**src/rtl/core/bfk1_pkg.sv**
```systemverilog
package bfk1_pkg;

    localparam int TABLE_WORDS = 1042;
    localparam int ROUNDS      = 16;
    localparam int P_WORDS     = 18;
    localparam int S_WORDS     = 1024;
    localparam int IDX_W       = 11;

    typedef enum logic [1:0] {
        MODE_LOAD    = 2'd0,
        MODE_KEY     = 2'd1,
        MODE_ENCRYPT = 2'd2,
        MODE_DECRYPT = 2'd3
    } mode_t;

    localparam logic CFG_GAME_CODE = 1'b0;
    localparam logic CFG_KEY_LEVEL = 1'b1;

    // sequencer states
    typedef enum logic [3:0] {
        ST_IDLE,
        ST_COPY,
        ST_KPREP,
        ST_CIPH_RD,
        ST_CIPH_RUN,
        ST_CIPH_DONE,
        ST_XOR,
        ST_STORE,
        ST_DONE
    } state_t;

    // round unit states
    typedef enum logic [1:0] {
        RU_IDLE,
        RU_KEY,
        RU_SBOX,
        RU_FIN
    } ru_state_t;

    // cipher unit control
    typedef struct packed {
        logic        start;
        logic        decrypt;
        logic [31:0] left;
        logic [31:0] right;
    } ciph_req_t;

    function automatic logic [31:0] bswap32(input logic [31:0] x);
        return {x[7:0], x[15:8], x[23:16], x[31:24]};
    endfunction

endpackage

```
**src/rtl/core/bfk1_round_unit.sv**
```systemverilog
// one feistel round per step: four s-box reads then combine
module bfk1_round_unit
    import bfk1_pkg::*;
(
    input  logic        clk,
    input  logic        rst_n,
    input  ciph_req_t   req,
    output logic        done,
    output logic [31:0] res_left,
    output logic [31:0] res_right,
    // round key read
    output logic [4:0]  p_addr,
    input  logic [31:0] p_data,
    // s-box reads: four banks
    output logic [7:0]  s_addr [4],
    input  logic [31:0] s_data [4]
);

    ru_state_t   state_reg, state_next;
    logic [4:0]  cnt_reg, cnt_next;
    logic        dec_reg, dec_next;
    logic [31:0] a_reg, a_next;
    logic [31:0] b_reg, b_next;
    logic [31:0] c_reg, c_next;
    logic [31:0] f_val;
    logic [31:0] c_comb;

    always_ff @(posedge clk or negedge rst_n)
    begin
        if (!rst_n)
        begin
            state_reg <= RU_IDLE;
        end
        else
        begin
            state_reg <= state_next;
        end
    end

    always_ff @(posedge clk)
    begin
        cnt_reg <= cnt_next;
        dec_reg <= dec_next;
        a_reg   <= a_next;
        b_reg   <= b_next;
        c_reg   <= c_next;
    end

    assign f_val  = s_data[3] + (s_data[2] ^ (s_data[1] + s_data[0]));
    assign c_comb = p_data ^ a_reg;

    // p index: encrypt walks up from 0, decrypt walks down from 17
    always_comb
    begin
        if (state_reg == RU_FIN)
        begin
            p_addr = dec_reg ? (cnt_reg[0] ? 5'd1 : 5'd0) : (cnt_reg[0] ? 5'd17 : 5'd16);
        end
        else
        begin
            p_addr = dec_reg ? 5'(5'd17 - cnt_reg) : cnt_reg;
        end
    end

    // s-box addresses come from the key xor so the banks answer in the next cycle
    always_comb
    begin
        s_addr[0] = c_comb[31:24];
        s_addr[1] = c_comb[23:16];
        s_addr[2] = c_comb[15:8];
        s_addr[3] = c_comb[7:0];
    end

    always_comb
    begin
        state_next = state_reg;
        cnt_next   = cnt_reg;
        dec_next   = dec_reg;
        a_next     = a_reg;
        b_next     = b_reg;
        c_next     = c_reg;
        case (state_reg)
            RU_IDLE:
            begin
                if (req.start)
                begin
                    a_next     = req.left;
                    b_next     = req.right;
                    dec_next   = req.decrypt;
                    cnt_next   = '0;
                    state_next = RU_KEY;
                end
            end
            RU_KEY:
            begin
                c_next     = c_comb;
                state_next = RU_SBOX;
            end
            RU_SBOX:
            begin
                a_next = b_reg ^ f_val;
                b_next = c_reg;
                if (cnt_reg == 5'(ROUNDS - 1))
                begin
                    cnt_next   = '0;
                    state_next = RU_FIN;
                end
                else
                begin
                    cnt_next   = cnt_reg + 5'd1;
                    state_next = RU_KEY;
                end
            end
            RU_FIN:
            begin
                // two whitening reads on one port
                if (cnt_reg[0] == 1'b0)
                begin
                    c_next   = p_data;
                    cnt_next = 5'd1;
                end
                else
                begin
                    state_next = RU_IDLE;
                end
            end
            default:
            begin
                state_next = RU_IDLE;
            end
        endcase
    end

    always_comb
    begin
        done      = 1'b0;
        res_left  = b_reg;
        res_right = a_reg;
        if (state_reg == RU_FIN && cnt_reg[0] == 1'b1)
        begin
            done = 1'b1;
            if (dec_reg)
            begin
                res_left  = b_reg ^ c_reg;
                res_right = a_reg ^ p_data;
            end
            else
            begin
                res_right = a_reg ^ c_reg;
                res_left  = b_reg ^ p_data;
            end
        end
    end

endmodule

```
**config.mk**
```make
export PLATFORM = sky130hd
export DESIGN_NAME = bfk1_round_unit
export DESIGN_NICKNAME = d
export VERILOG_FILES = /design/src/rtl/core/bfk1_pkg.sv /design/src/rtl/core/bfk1_round_unit.sv
export SDC_FILE = /design/constraint.sdc
export NUM_CORES = 1
export LEC_CHECK = 0
export BUFFER_PORTS_ARGS = -buffer_cell sky130_fd_sc_hd__buf_2
export CAP_MARGIN = 10
export CORE_ASPECT_RATIO = 1.5
export CORE_MARGIN = 2
export CORE_UTILIZATION = 50
export CTS_BUF_LIST = sky130_fd_sc_hd__clkbuf_2
export DETAILED_ROUTE_END_ITERATION = 12
export PLACE_DENSITY = 0.79
export REMOVE_ABC_BUFFERS = 1
export SLEW_MARGIN = 10
export SYNTH_ARGS = -nofsm -noshare
export SYNTH_HDL_FRONTEND = slang
export SYNTH_SLANG_ARGS = --single-unit
export TNS_END_PERCENT = 100
```
**constraint.sdc**
```tcl
create_clock -name clk -period 9.95 [get_ports clk]
set_input_delay 0.995 -clock clk [delete_from_list [all_inputs] [get_ports clk]]
set_output_delay 0.995 -clock clk [all_outputs]
set_load 0.05 [all_outputs]
```
# [Yosys cells after proc, flatten, opt, wreduce, memory -nomap -nowiden]
# Cells that the tools add are included.
[totals] out_inout_bits=102 inputBits=228 register_bits=104 wordCells=59
[classes] n_eq_ne=7 n_mux=24 n_bitwise=6 n_reduce_logical=11 n_addsub=4
[ops] cell="$mux 32" count=7
[ops] cell="$pmux 32 s2" count=3
[ops] cell="$xor 32x32->32" count=6
[ops] cell="$add 32x32->32" count=2
[ops] cell="$mux 5" count=6
[ops] cell="$pmux 5 s3" count=1
[ops] cell="$reduce_and 2->1" count=5
[ops] cell="$pmux 2 s4" count=1
[ops] cell="$mux 2" count=3
[ops] cell="$ne 2x2->1 const B" count=3
[ops] cell="$add 5x1->5 const B" count=1
[ops] cell="$eq 5x4->1 const B" count=1
[ops] cell="$sub 5x5->5 const A" count=1
[ops] cell="$eq 2x2->1 const B" count=2
[ops] cell="$reduce_bool 2->1" count=2
[ops] cell="$mux 1" count=3
[ops] cell="$reduce_and 3->1" count=1
[ops] cell="$reduce_bool 3->1" count=1
[ops] cell="$eq 2x1->1 const B" count=1
[ops] cell="$logic_not 2->1" count=1
[ops] cell="$logic_and 1x1->1" count=1

# [Logic depth before layout (Yosys ltp)]
[logic_depth] word_depth=5 ltp_mapped=20 mapped_depth_nobuf=20

# [Worst setup path before layout]
# No wires, ideal clock.
[synth_timing] path_kind="input -> register" startpoint="input s_data[66] (netlist name)" endpoint="register a_reg[30], data pin" path_buffers=0 path_stages=17 setup_time_ns=0.135 arrival_time_ns=4.615 t_required_ns=9.815 slack_ns=5.199 path_cell_list="ha_1 a21oi_1 a211oi_2 o31ai_2 a21oi_1 o31ai_1 a21oi_1 and4_1 nor3_1 ha_1 a21oi_1 o21ai_0 a21o_1 a21oi_1 o21ai_0 or4_1 nand3_1"
[synth_between] elab_chain_len=5
[synth_lines] element="start: declaration" line="bfk1_round_unit.sv:16" rtl="input logic [31:0] s_data [4]"
[synth_lines] element="$add 32x32->32" line="bfk1_round_unit.sv:49" rtl="assign f_val = s_data[3] + (s_data[2] ^ (s_data[1] + s_data[0]));"
[synth_lines] element="$xor 32x32->32" line="bfk1_round_unit.sv:49"
[synth_lines] element="$add 32x32->32" line="bfk1_round_unit.sv:49"
[synth_lines] element="$xor 32x32->32" line="bfk1_round_unit.sv:101" rtl="a_next = b_reg ^ f_val;"
[synth_lines] element="$pmux 32 s2" line="bfk1_round_unit.sv:82" rtl="case (state_reg)"
[synth_lines] element="via a_next[30]" line="bfk1_round_unit.sv:22" rtl="logic [31:0] a_reg, a_next;"
[synth_lines] element="end signal: assignment" line="bfk1_round_unit.sv:44" rtl="a_reg <= a_next;"
[synth_lines] element="end: declaration" line="bfk1_round_unit.sv:22"
# The timed path passes the listed nets, and every way through them passes these cells.
# A chain may end at the register's enable or synchronous reset.

# [Worst setup path after layout]
[layout_timing] startpoint="input s_data[66] (netlist name)" endpoint="register a_reg[24], data pin"
# The elaborated chain is that of the path after synthesis.

==> results.json <==
{
  "cp_cell_sequence": "buf_2, ha_1, a21oi_1, a211oi_2, o31ai_2, a21oi_1, o31ai_1, nand2b_1, xnor2_1, ha_1, nand2_1, nor2_1, nand2_1, a2111oi_0, o21ai_0, a21oi_1, xnor2_1, o21ai_0",
  "ant_nets": 0,
  "yosysWarnings": 0,
  "coreArea_mm2": 0.0203,
  "period_minus_slack_ns": 4.94,
  "start_kind": "primary input",
  "worst_ep_required_time_ns": 10.31,
  "setup_viol": 0,
  "drive_gt1_share_pct": 24.3,
  "clock-root-buffer": "clkbuf_2",
  "nets": 1824,
  "status": "finished clean",
  "leakage_nw": 5.61,
  "numCtsBuffers": 9,
  "dieHeight_um": 179,
  "hpwl_mm": 23.5,
  "synthFlopType": "edfxtp_1",
  "synth_seq_cells": 104,
  "cpMaxStageDelayCell": "a2111oi_0",
  "peakVddDrop_mv": 0.173,
  "crit_arrival_ns": 5.30,
  "grt_pass1_vias": 9556,
  "drv_slew": 0,
  "hold_path_class": "in -> reg",
  "rsz0062_at_grt": "false",
  "grt_pass1_wl_mm": 47.2,
  "wl_mm": 30.6,
  "synth_cell_types": 57,
  "netlist_instances": 1225,
  "critPathTopFamily": "compound AO/OA/AOI/OAI gates",
  "portBuffers": 329,
  "syn-cell-area_mm2": 0.0103,
  "die_x_um": 121,
  "slowest_delay_ns": 0.68,
  "period_share_pct": 49.6,
  "relSlewSlack_pct": 32.2,
  "p_per_area_mw_per_mm2": 333,
  "grtUsageTotal_pct": 27.1,
  "tightestPinTransition_ns": 1.02,
  "reg2reg_from": "state_reg[1]",
  "cap_violations": 0,
  "dr.pass1.iters": 5,
  "final.setup.tns_ns": 0,
  "cts_tree": "done",
  "cpMostUsedCell": "a21oi_1",
  "async_flop_share_pct": 1.92,
  "p_total_mw": 4.10,
  "critPathKind": "in -> reg",
  "worst_clock_skew_ns": 0.0482,
  "finalHoldViolations": 0,
  "startpoint": "s_data[66]",
  "vias": 10200,
  "clockBufferDepth": 2,
  "clock_latency_ns": 0.65,
  "vias_per_cell": 5.65,
  "ios": 330,
  "layout_common_cells": "buf_2, nand2_1, xnor2_1",
  "synth.avg_cell_area_um2": 8.37,
  "gp_congestion": 0.955,
  "cp_max_fo": 5,
  "end_kind": "flop",
  "cts_num_sinks": 104,
  "path_clk_slew_ns": 0.33,
  "rows": 64,
  "grt_start_max_net_pins": 99,
  "ys_seq_area_share_pct": 30.3,
  "path_buf_inv": 1,
  "antenna_found_initial": 10,
  "synthToLayoutAreaGrowth_pct": 19.9,
  "post_cts_resized": 0,
  "wl_per_cell_um": 17.0,
  "synth_edf_count": 102,
  "drt-initial-drc-count": 683,
  "drc": 0,
  "mostFrequentLayoutCell": "buf_2",
  "die-area_mm2": 0.0217,
  "htreeDepth": 3,
  "grt_overflow_total": 0,
  "max_freq_mhz": 202,
  "start_util_pct": 50.6,
  "hp-start": "req[64]"
}
path summary, 6_finish.rpt:
path	to	slack, ns	depth (start not counted)
max in group asynchronous	state_reg[0]	9.24	2
setup reg to reg	b_reg[20]	7.41	3
setup / recovery	a_reg[24]	5.01	18
hold / removal	dec_reg	0.51	1
hold reg to reg	b_reg[0]	0.60	2
min in group asynchronous	state_reg[1]	0.62	2
routing by layer:
layer  track usage [%]  up-vias  share of wire, %
met5                 0        -                 0
met4              11.1        0               3.8
met3              2.98       81               6.1
met2              46.3      441                49
met1              34.6     4742                41
li1                  -     4918                 -
through the flow:
| step | worst slack (ns) | cell area, µm² | instances | hold slack (ns) | utilization, % |
|---|---|---|---|---|---|
| after floorplan | 4.65 | 10100 | 1176 | 0.549 | - |
| after global placement | 4.52 | 12200 | 1776 | 0.570 | 60.0 |
| after detailed placement | 4.49 | 12200 | 1776 | 0.578 | 60.0 |
| after CTS | 5.23 | 12300 | 1793 | 0.421 | 60.6 |
| after global routing | 4.84 | 12300 | 1803 | 0.435 | 60.7 |
| final | 5.01 | 12300 | 1803 | 0.508 | 60.7 |
worst register-to-register path: cells and delay by family, from the launching register on:
| family | cells | cell delay [ns] |
|---|---|---|
| buffers and inverters | 1 | 0.66 |
| flip-flops | 1 | 0.76 |
| AND/OR/NAND/NOR | 2 | 0.78 |
power by group:
part	total (mW)	internal, mW	switching (mW)
Sequential	1.08	0.820	0.257
Combinational	2.81	0.852	1.96
Clock	0.212	0.0416	0.170
Total	4.10	1.71	2.38
layout make-up:
type | instances | area [µm²]
flip-flops and latches | 104 | 3110
multi-input cells | 1051 | 6930
clock inverters | 7 | 72.6
diodes | 10 | 25.0
clock buffers | 9 | 45.0
repair buffers | 337 | 1710
inverters | 21 | 78.8
fillers | 1810 | 7960
well taps | 264 | 330
cells by family after synthesis:
kind of cell / synth area share (%)
buf+inv: 2.56
flops: 30.3
fa+ha+maj: 8.93
compound gates: 18.1
simple gates: 18.4
mux: 3.22
xor+xnor: 18.4
repair_timing:
item	4_1_cts	5_1_grt
endpoints found under the hold margin	2	0
hold buffers	1	0
endpoints found under the setup margin	0	0
setup buffers	0	0
cells in the mapped netlist, types with 20 or more instances:
library cell	number	share of area [%]
nand2_1	211	7.7
xnor2_1	128	11
o21ai_0	123	6.0
edfxtp_1	102	30
nor2_1	94	3.4
a21oi_1	91	4.4
xor2_1	88	7.5
ha_1	70	8.5
clkbuf_1	40	1.5
mux2i_1	33	3.2
nor3b_1	32	2.3
a21o_1	25	1.8
inv_1	21	0.77
nand3_1	20	0.98
No activity file was read; power rests on OpenSTA's default activity.
