[config.mk]
export PLATFORM = sky130hd
export DESIGN_NAME = bfk1_sequencer
export DESIGN_NICKNAME = d
export VERILOG_FILES = /design/src/rtl/core/bfk1_pkg.sv /design/src/rtl/core/bfk1_sequencer.sv
export SDC_FILE = /design/constraint.sdc
export NUM_CORES = 1
export LEC_CHECK = 0
export ABC_AREA = 1
export BUFFER_PORTS_ARGS = -buffer_cell sky130_fd_sc_hd__buf_2
export CAP_MARGIN = 40
export CORE_UTILIZATION = 40
export CTS_CLUSTER_DIAMETER = 150
export DETAILED_ROUTE_END_ITERATION = 16
export PLACE_DENSITY = 0.68
export SYNTH_ARGS = -nofsm -noshare
export SYNTH_HDL_FRONTEND = slang
export SYNTH_SLANG_ARGS = --single-unit
[constraint.sdc]
create_clock -name clk -period 9 [get_ports clk]
set_input_delay 1.8 -clock clk [delete_from_list [all_inputs] [get_ports clk]]
set_output_delay 1.8 -clock clk [all_outputs]
set_load 0.01 [all_outputs]
[src/rtl/core/bfk1_pkg.sv]
package bfk1_pkg;

    localparam int TABLE_WORDS = 1042;
    localparam int ROUNDS      = 16;
    localparam int P_WORDS     = 18;
    localparam int S_WORDS     = 1024;
    localparam int IDX_W       = 11;

    typedef enum logic [1:0] {
        MODE_LOAD    = 2'd0,
        MODE_KEY     = 2'd1,
        MODE_ENCRYPT = 2'd2,
        MODE_DECRYPT = 2'd3
    } mode_t;

    localparam logic CFG_GAME_CODE = 1'b0;
    localparam logic CFG_KEY_LEVEL = 1'b1;

    // sequencer states
    typedef enum logic [3:0] {
        ST_IDLE,
        ST_COPY,
        ST_KPREP,
        ST_CIPH_RD,
        ST_CIPH_RUN,
        ST_CIPH_DONE,
        ST_XOR,
        ST_STORE,
        ST_DONE
    } state_t;

    // round unit states
    typedef enum logic [1:0] {
        RU_IDLE,
        RU_KEY,
        RU_SBOX,
        RU_FIN
    } ru_state_t;

    // cipher unit control
    typedef struct packed {
        logic        start;
        logic        decrypt;
        logic [31:0] left;
        logic [31:0] right;
    } ciph_req_t;

    function automatic logic [31:0] bswap32(input logic [31:0] x);
        return {x[7:0], x[15:8], x[23:16], x[31:24]};
    endfunction

endpackage

[src/rtl/core/bfk1_sequencer.sv]
// control of load, key schedule and cipher steps
module bfk1_sequencer
    import bfk1_pkg::*;
(
    input  logic        clk,
    input  logic        rst_n,
    input  logic        start,
    input  logic [1:0]  mode,
    input  logic [31:0] block_low,
    input  logic [31:0] block_high,
    input  logic [31:0] game_code_q,
    input  logic [1:0]  key_level_q,
    output logic        busy,
    output logic        strobe,
    output logic [31:0] out_low,
    output logic [31:0] out_high,
    output ciph_req_t   req,
    input  logic        ciph_done,
    input  logic [31:0] res_left,
    input  logic [31:0] res_right,
    // copy from initial table
    output logic [10:0] it_addr,
    input  logic [31:0] it_data,
    // working table access
    output logic        wt_we,
    output logic [10:0] wt_waddr,
    output logic [31:0] wt_wdata,
    output logic [4:0]  px_addr,
    input  logic [31:0] px_data
);

    state_t      state_reg, state_next;
    logic [10:0] cnt_reg, cnt_next;
    logic [1:0]  pass_reg, pass_next;
    logic [1:0]  phase_reg, phase_next;
    logic        keying_reg, keying_next;
    logic        dec_reg, dec_next;
    logic [31:0] k0_reg, k0_next;
    logic [31:0] k1_reg, k1_next;
    logic [31:0] k2_reg, k2_next;
    logic [31:0] l_reg, l_next;
    logic [31:0] r_reg, r_next;
    logic [31:0] ol_reg, ol_next;
    logic [31:0] oh_reg, oh_next;
    logic        strobe_reg, strobe_next;
    logic        copy_v_reg, copy_v_next;
    logic [10:0] copy_a_reg, copy_a_next;
    logic        hi_reg, hi_next;

    always_ff @(posedge clk or negedge rst_n)
    begin
        if (!rst_n)
        begin
            state_reg  <= ST_IDLE;
            strobe_reg <= 1'b0;
            copy_v_reg <= 1'b0;
        end
        else
        begin
            state_reg  <= state_next;
            strobe_reg <= strobe_next;
            copy_v_reg <= copy_v_next;
        end
    end

    always_ff @(posedge clk)
    begin
        cnt_reg    <= cnt_next;
        pass_reg   <= pass_next;
        phase_reg  <= phase_next;
        keying_reg <= keying_next;
        dec_reg    <= dec_next;
        k0_reg     <= k0_next;
        k1_reg     <= k1_next;
        k2_reg     <= k2_next;
        l_reg      <= l_next;
        r_reg      <= r_next;
        ol_reg     <= ol_next;
        oh_reg     <= oh_next;
        copy_a_reg <= copy_a_next;
        hi_reg     <= hi_next;
    end

    assign busy     = (state_reg != ST_IDLE);
    assign strobe   = strobe_reg;
    assign out_low  = ol_reg;
    assign out_high = oh_reg;
    assign it_addr  = cnt_reg;
    assign px_addr  = cnt_reg[4:0];

    always_comb
    begin
        state_next  = state_reg;
        cnt_next    = cnt_reg;
        pass_next   = pass_reg;
        phase_next  = phase_reg;
        keying_next = keying_reg;
        dec_next    = dec_reg;
        k0_next     = k0_reg;
        k1_next     = k1_reg;
        k2_next     = k2_reg;
        l_next      = l_reg;
        r_next      = r_reg;
        ol_next     = ol_reg;
        oh_next     = oh_reg;
        strobe_next = 1'b0;
        copy_v_next = 1'b0;
        copy_a_next = cnt_reg;
        hi_next     = hi_reg;
        case (state_reg)
            ST_IDLE:
            begin
                if (start)
                begin
                    ol_next = '0;
                    oh_next = '0;
                    case (mode)
                        MODE_LOAD:
                        begin
                            strobe_next = 1'b1;
                        end
                        MODE_KEY:
                        begin
                            cnt_next    = '0;
                            keying_next = 1'b1;
                            state_next  = ST_COPY;
                        end
                        default:
                        begin
                            keying_next = 1'b0;
                            dec_next    = (mode == MODE_DECRYPT);
                            l_next      = block_high;
                            r_next      = block_low;
                            state_next  = ST_CIPH_RD;
                        end
                    endcase
                end
            end
            ST_COPY:
            begin
                // read address cnt, write in the following cycle
                copy_v_next = 1'b1;
                if (cnt_reg == 11'(TABLE_WORDS - 1))
                begin
                    state_next = ST_KPREP;
                end
                else
                begin
                    cnt_next = cnt_reg + 11'd1;
                end
            end
            ST_KPREP:
            begin
                k0_next    = game_code_q;
                k1_next    = {1'b0, game_code_q[31:1]};
                k2_next    = {game_code_q[30:0], 1'b0};
                pass_next  = '0;
                phase_next = '0;
                dec_next   = 1'b0;
                l_next     = {game_code_q[30:0], 1'b0};
                r_next     = {1'b0, game_code_q[31:1]};
                state_next = ST_CIPH_RD;
            end
            ST_CIPH_RD:
            begin
                state_next = ST_CIPH_RUN;
            end
            ST_CIPH_RUN:
            begin
                if (ciph_done)
                begin
                    l_next     = res_left;
                    r_next     = res_right;
                    state_next = ST_CIPH_DONE;
                end
            end
            ST_CIPH_DONE:
            begin
                if (!keying_reg)
                begin
                    ol_next     = r_reg;
                    oh_next     = l_reg;
                    strobe_next = 1'b1;
                    state_next  = ST_IDLE;
                end
                else
                begin
                    case (phase_reg)
                        2'd0:
                        begin
                            k2_next    = l_reg;
                            k1_next    = r_reg;
                            l_next     = r_reg;
                            r_next     = k0_reg;
                            phase_next = 2'd1;
                            state_next = ST_CIPH_RD;
                        end
                        2'd1:
                        begin
                            k1_next    = l_reg;
                            k0_next    = r_reg;
                            phase_next = 2'd2;
                            cnt_next   = '0;
                            state_next = ST_XOR;
                        end
                        default:
                        begin
                            cnt_next   = cnt_reg;
                            hi_next    = 1'b0;
                            state_next = ST_STORE;
                        end
                    endcase
                end
            end
            ST_XOR:
            begin
                // read-modify-write of round keys, one per cycle
                if (cnt_reg == 11'(P_WORDS - 1))
                begin
                    cnt_next   = '0;
                    l_next     = '0;
                    r_next     = '0;
                    phase_next = 2'd2;
                    state_next = ST_CIPH_RD;
                end
                else
                begin
                    cnt_next = cnt_reg + 11'd1;
                end
            end
            ST_STORE:
            begin
                if (hi_reg)
                begin
                    hi_next = 1'b0;
                    if (cnt_reg == 11'(P_WORDS + S_WORDS - 1))
                    begin
                        if ((pass_reg == 2'd1 && key_level_q != 2'd3) || pass_reg == 2'd2)
                        begin
                            state_next  = ST_DONE;
                        end
                        else
                        begin
                            pass_next  = pass_reg + 2'd1;
                            phase_next = '0;
                            if (pass_reg == 2'd1)
                            begin
                                k1_next = {k1_reg[30:0], 1'b0};
                                k2_next = {1'b0, k2_reg[31:1]};
                                l_next  = {1'b0, k2_reg[31:1]};
                                r_next  = {k1_reg[30:0], 1'b0};
                            end
                            else
                            begin
                                l_next = k2_reg;
                                r_next = k1_reg;
                            end
                            state_next = ST_CIPH_RD;
                        end
                    end
                    else
                    begin
                        cnt_next   = cnt_reg + 11'd1;
                        state_next = ST_CIPH_RD;
                    end
                end
                else
                begin
                    hi_next  = 1'b1;
                    cnt_next = cnt_reg + 11'd1;
                end
            end
            ST_DONE:
            begin
                keying_next = 1'b0;
                strobe_next = 1'b1;
                state_next  = ST_IDLE;
            end
            default:
            begin
                state_next = ST_IDLE;
            end
        endcase
    end

    // working table write port
    always_comb
    begin
        wt_we    = 1'b0;
        wt_waddr = copy_a_reg;
        wt_wdata = it_data;
        if (copy_v_reg)
        begin
            wt_we = 1'b1;
        end
        else if (state_reg == ST_XOR)
        begin
            wt_we    = 1'b1;
            wt_waddr = cnt_reg;
            wt_wdata = px_data ^ (cnt_reg[0] ? bswap32(k1_reg) : bswap32(k0_reg));
        end
        else if (state_reg == ST_STORE)
        begin
            wt_we    = 1'b1;
            wt_waddr = cnt_reg;
            wt_wdata = hi_reg ? r_reg : l_reg;
        end
    end

    always_comb
    begin
        req.start   = (state_reg == ST_CIPH_RD);
        req.decrypt = dec_reg;
        req.left    = l_reg;
        req.right   = r_reg;
    end

endmodule

======== Word-level counts from Yosys, hierarchy flattened ========
Cells that the tools add are included.
cells by class
  reductions and logical operators ........ 30
  multipliers ............................. 0
  $add $sub $neg .......................... 2
  shift operators ......................... 0
  divide/modulo/power cells ............... 0
  equality and inequality tests ........... 32
  bitwise gates (word level) .............. 1
  muxes and demuxes ....................... 91
  order comparisons ....................... 0
operators with widths
  cell                   number
  $mux 32                32
  $pmux 32 s6            2
  $pmux 32 s2            4
  $pmux 32 s3            2
  $mux 11                10
  $pmux 11 s5            1
  $pmux 4 s8             1
  $xor 32x32->32         1
  $ne 2x2->1 const B     15
  $mux 4                 7
  $reduce_and 6->1       3
  $eq 4x3->1 const B     4
  $mux 2                 8
  $reduce_and 3->1       5
  $mux 1                 13
  $reduce_bool 2->1      6
  $add 11x1->11 const B  1
  $eq 11x11->1 const B   1
  $eq 11x5->1 const B    1
  $reduce_and 10->1      1
  $eq 4x2->1 const B     2
  $pmux 1 s2             4
  $pmux 2 s2             2
  $pmux 2 s4             1
  23 further kinds       29
word-level totals
  output and inout port bits .............. 192
  RAM bits ................................ 0
  input port bits ......................... 232
  bits in latches ......................... 0
  memories kept ........................... 0
  memory bits (read-only) ................. 0
  register bits ........................... 259

======== Logic depth before layout (Yosys ltp) ========
  depth in word-level cells ............... 7
  gate-level depth with buffers ........... 11

======== Worst setup path before layout ========
Ideal clock, no wire load.
  kind .................................... input -> register
  start ................................... input start
  end ..................................... register l_reg[0], enable pin
  data required time ...................... 8.435 ns
  arrival ................................. 6.524 ns
  stages .................................. 6
  slack ................................... 1.911 ns
  path through ............................ inv_1 -> nand2_1 -> o21ai_0 -> nor2_1 -> nand2_1 -> nor3_1
between the ends
  word-level cells in the longest chain between the ends .. 2
ends and longest elaborated chain
  what                         line                  RTL
  start: declaration           bfk1_sequencer.sv:7   input logic start,
  $ne 2x2->1 (no line)         -
  $reduce_and 10->1 (no line)  -
  end signal: assignment       bfk1_sequencer.sv:76  l_reg <= l_next;
  end: declaration             bfk1_sequencer.sv:41  logic [31:0] l_reg, l_next;
Every way passes these cells.
A chain may end at the register's enable or synchronous reset.

======== Worst setup path in the final report ========
  start ................................... register state_reg[3]
  end ..................................... output wt_wdata[14]
between the ends
  word-level cells in the longest chain between the ends .. 4
ends and longest elaborated chain
  what                      line                   RTL
  start: declaration        bfk1_sequencer.sv:32   state_t state_reg, state_next;
  start signal: assignment  bfk1_sequencer.sv:60   state_reg <= state_next;
  $eq 4x3->1                bfk1_sequencer.sv:302  else if (state_reg == ST_STORE)
  $mux 32                   bfk1_sequencer.sv:302
  $mux 32 (*)               bfk1_sequencer.sv:296  else if (state_reg == ST_XOR)
  $mux 32 (*)               bfk1_sequencer.sv:292  if (copy_v_reg)
  end: declaration          bfk1_sequencer.sv:27   output logic [31:0] wt_wdata,
Every way passes the cells marked *; elsewhere a longest branch is shown, timed or not.

==> reports/qor.txt <==
===============================================================================================
Area growth from synthesis to layout .............................................       23.79%
Sequential power share ...........................................................        0.371
# port buffers ...................................................................          423
Worst slew pin tran ..............................................................     889.5 ps
Cell depth of the worst min-delay path ...........................................            0
Arrival time of the worst setup path .............................................      3270 ps
Cell type with the highest aggregate area in the netlist ......................... sky130_fd_sc_hd__edfxtp_1
Count of endpoints failing setup in the final report .............................            0
Number of sinks handled by clock tree synthesis ..................................          259
Skew-Pair Late Insertion Delay ...................................................       570 ps
Share of the clock period used by the worst path after layout ....................       0.5638
Fin Clk Skew .....................................................................     23.03 ps
Power density over the cells ..................................................... 362.0 nW/µm²
Horizontal extent of the die .....................................................     194.9 µm
#FFs+latches synth ...............................................................          259
Slew headroom ....................................................................       0.4062
Main area contributors after synthesis ........................................... sky130_fd_sc_hd__edfxtp_1 49%, sky130_fd_sc_hd__nand2_1 18%, sky130_fd_sc_hd__inv_1 5.0%
Critical path class ..............................................................   reg -> out
Vias per inst ....................................................................        5.591
Net total in the final layout ....................................................         2463
Achievable frequency .............................................................    197.1 MHz
Number of endpoints with negative hold slack in the final report .................            0
CTS tree .........................................................................        built
Detail-routed net length per standard cell .......................................     22.32 µm
Net Count, Synth .................................................................         2078
Syn Std Cell Area ................................................................    14890 µm²
Crit Reg-Reg Endpoint ............................................................ k0_reg[22]$_DFFE_PP_
Layout cells sized above 1 .......................................................       0.2350
Routability-driven placement congestion ratio ....................................       0.9455
Dpl hpwl .........................................................................     42.93 mm
Cells after synthesis ............................................................         1842
Remaining antenna violation count ................................................            0
Master cell of the clock root buffer ............................................. sky130_fd_sc_hd__clkbuf_16
Worst min-delay path startpoint .................................................. it_addr[7]$_DFFE_PP_
Final Util .......................................................................       0.5035
Peak supply drop .................................................................    0.2194 mV
Detailed-route via count .........................................................        15230
RSZ-0062 raised after global routing .............................................        false
Max Cap Viol .....................................................................            0
Maximum root-to-sink buffer count ................................................            3
Kind of start point of the critical path .........................................     register
Total congestion overflow ........................................................            0
Count of yosys warnings during synthesis .........................................            0
Initial core utilization .........................................................       0.4067
Vias in the first global route ...................................................        14560
Hold-fix buffer count after cts ..................................................            0
Post-detailed-routing wire length ................................................     60.80 mm
Global router's overall resource usage ...........................................       0.3110
Peak fanout along the critical path ..............................................           53
Outcome ..........................................................................    completed
Pre-CTS WS .......................................................................      4395 ps
Final number of max-transition violations ........................................            0
Core area ........................................................................    36610 µm²
Clock input transition at the sequential cells of the worst setup and hold paths .        60 ps
Remaining routing DRC violations .................................................            0
Critical path endpoint category ..................................................   output pin
Crit path time final .............................................................      5075 ps
Portion of synthesized cell area occupied by the leading cell type ...............       0.4881
Average footprint of a synthesized cell ..........................................    8.083 µm²
Total number of placement rows ...................................................           70
Number of gates resized after CTS ................................................            0
Clock Power Share ................................................................        0.190
Logic depth of the worst register-to-register path ...............................            8
DIE HEIGHT .......................................................................     194.9 µm
Source of the worst register-to-register timing path ............................. state_reg[0]$_DFFE_PN0P_
Fillcell total ...................................................................         3588
Largest net degree at the start of global routing ................................           79
Clock H-tree levels ..............................................................            1
Global-route wire length before repair ...........................................     89.17 mm
Die Footprint ....................................................................    38000 µm²
R2R Setup Slk ....................................................................      5340 ps
Seq/Total Area, Yosys ............................................................       0.5129
Number of DRC violations after detailed-routing iteration 0 ......................         1838
Antenna violations before repair .................................................            7
Fraction of power spent switching nets ...........................................       0.4415
Sum Neg Setup Slack ..............................................................         0 ps
Classification of the worst-slack hold path ......................................   reg -> reg
WP data required .................................................................      7200 ps
I/O pin cnt ......................................................................          424
Internal power consumption .......................................................     3.727 mW
Detailed-router iteration count before antenna repair ............................            6
Worst hold endpoint .............................................................. copy_a_reg[7]$_DFF_P_
Number of buffers inserted during clock tree synthesis ...........................           30
Gate power share .................................................................        0.439
Static leakage power .............................................................     8.789 nW
Final worst setup slack ..........................................................      3925 ps
Number of post-CTS setup repair buffers ..........................................            0
Final Power ......................................................................     6.673 mW
Number of library cell types mapped by synthesis .................................           36
Net switching power of the design ................................................     2.946 mW
===============================================================================================
worst max path at each step:
stage,startpoint,to,slack (ps),cells after the start
final,state_reg[3]$_DFFE_PN0P_,wt_wdata[14],3930,10
after global routing,state_reg[3]$_DFFE_PN0P_,wt_wdata[14],3810,10
after CTS,state_reg[2]$_DFFE_PN0P_,wt_wdata[26],4020,8
after detailed placement,px_data[26],wt_wdata[26],4390,5
after global placement,px_data[26],wt_wdata[26],4340,5
after floorplan,start,l_reg[0]$_DFFE_PP_,1910,6
metrics by stage:
step	hold slack, ps	instances	instance area (µm²)
after floorplan	435.4	1842	14890
after global placement	394.2	2658	17330
after detailed placement	399.4	2663	17420
after CTS	406.5	2719	18420
after global routing	418.2	2723	18430
final	399.7	2724	18430
cell families (layout without fill, tap and decap cells):
logic type,Yosys count,in the layout,share of synthesized area
compound gates,252,252,0.1071
xor+xnor,36,36,0.02118
fa+ha+maj,4,4,0.003361
buf+inv,301,710,0.08311
flops,259,259,0.5129
other cells,0,5,0
simple gates,990,990,0.2723
synth_stat cells (all sizes together):
cell and number:
a2111oi 1, a211oi 9, a21oi 29, a22oi 10
a31oi 29, and3 3, buf 55, clkbuf 42
dfrtp 6, dfxtp 11, edfxtp 242, ha 4
inv 204, nand2 706, nand3 51, nand3b 25
nand4 34, nor2 150, nor3 10, o2111ai 30
o211ai 51, o21ai 91, o21bai 1, o221ai 1
or2 9, or3b 2, xnor2 28, xor2 8
power by group through the flow:
stage | logic [mW] | clock network, mW | registers, mW
after floorplan | 1.51 | 0 | 2.58
after global placement | 2.82 | 0 | 2.48
after detailed placement | 2.88 | 0 | 2.48
after CTS | 2.90 | 1.27 | 2.47
after global routing | 3.16 | 1.31 | 2.53
final | 2.93 | 1.27 | 2.48
metal layers:
metal,track usage,vias up,part of all wire
met5,0,-,0.00036
met4,0.09711,4,0.032
met3,0.05032,128,0.11
met2,0.5025,1038,0.46
met1,0.4266,7155,0.40
li1,-,6904,-
critical path, cell delays in order, from the launching register on:
cell	delay [ps]
sky130_fd_sc_hd__dfrtp_1	420
sky130_fd_sc_hd__inv_1	200
sky130_fd_sc_hd__nand2_1	180
sky130_fd_sc_hd__nor2_4	110
sky130_fd_sc_hd__buf_4	500
sky130_fd_sc_hd__buf_4	520
sky130_fd_sc_hd__nand2_1	190
sky130_fd_sc_hd__nand2_1	100
sky130_fd_sc_hd__nand2_1	50
sky130_fd_sc_hd__a31oi_1	200
sky130_fd_sc_hd__buf_2	160
area by class of cell:
type	instances	area (µm²)	share of cell area
timing repair buffer	450	2367	0.1284
clock inverter	22	216.5	0.01174
inverter	204	765.7	0.04155
antenna	5	12.51	0.0006788
sequential	259	7637	0.4144
tap	468	585.6	0.03177
multi-input combinational	1282	6060	0.3288
clock buffer	34	787.0	0.04270
layout by cell type, fill, tap and decap left out, drive strengths merged, types with 2 or more instances in the layout:
master	instances
clkinvlp	5
nor2	150
nand4	34
dfxtp	11
a22oi	10
clkinv	13
a21oi	29
o211ai	51
and3	3
clkbuf	34
ha	4
buf	450
nand3	51
diode	5
o21ai	91
edfxtp	242
or2	9
dfrtp	6
inv	204
a211oi	9
nor3	10
xnor2	28
nand3b	25
xor2	8
or3b	2
a31oi	29
nand2	706
o2111ai	30
bufinv	4
(Power assumes the default switching activity.)
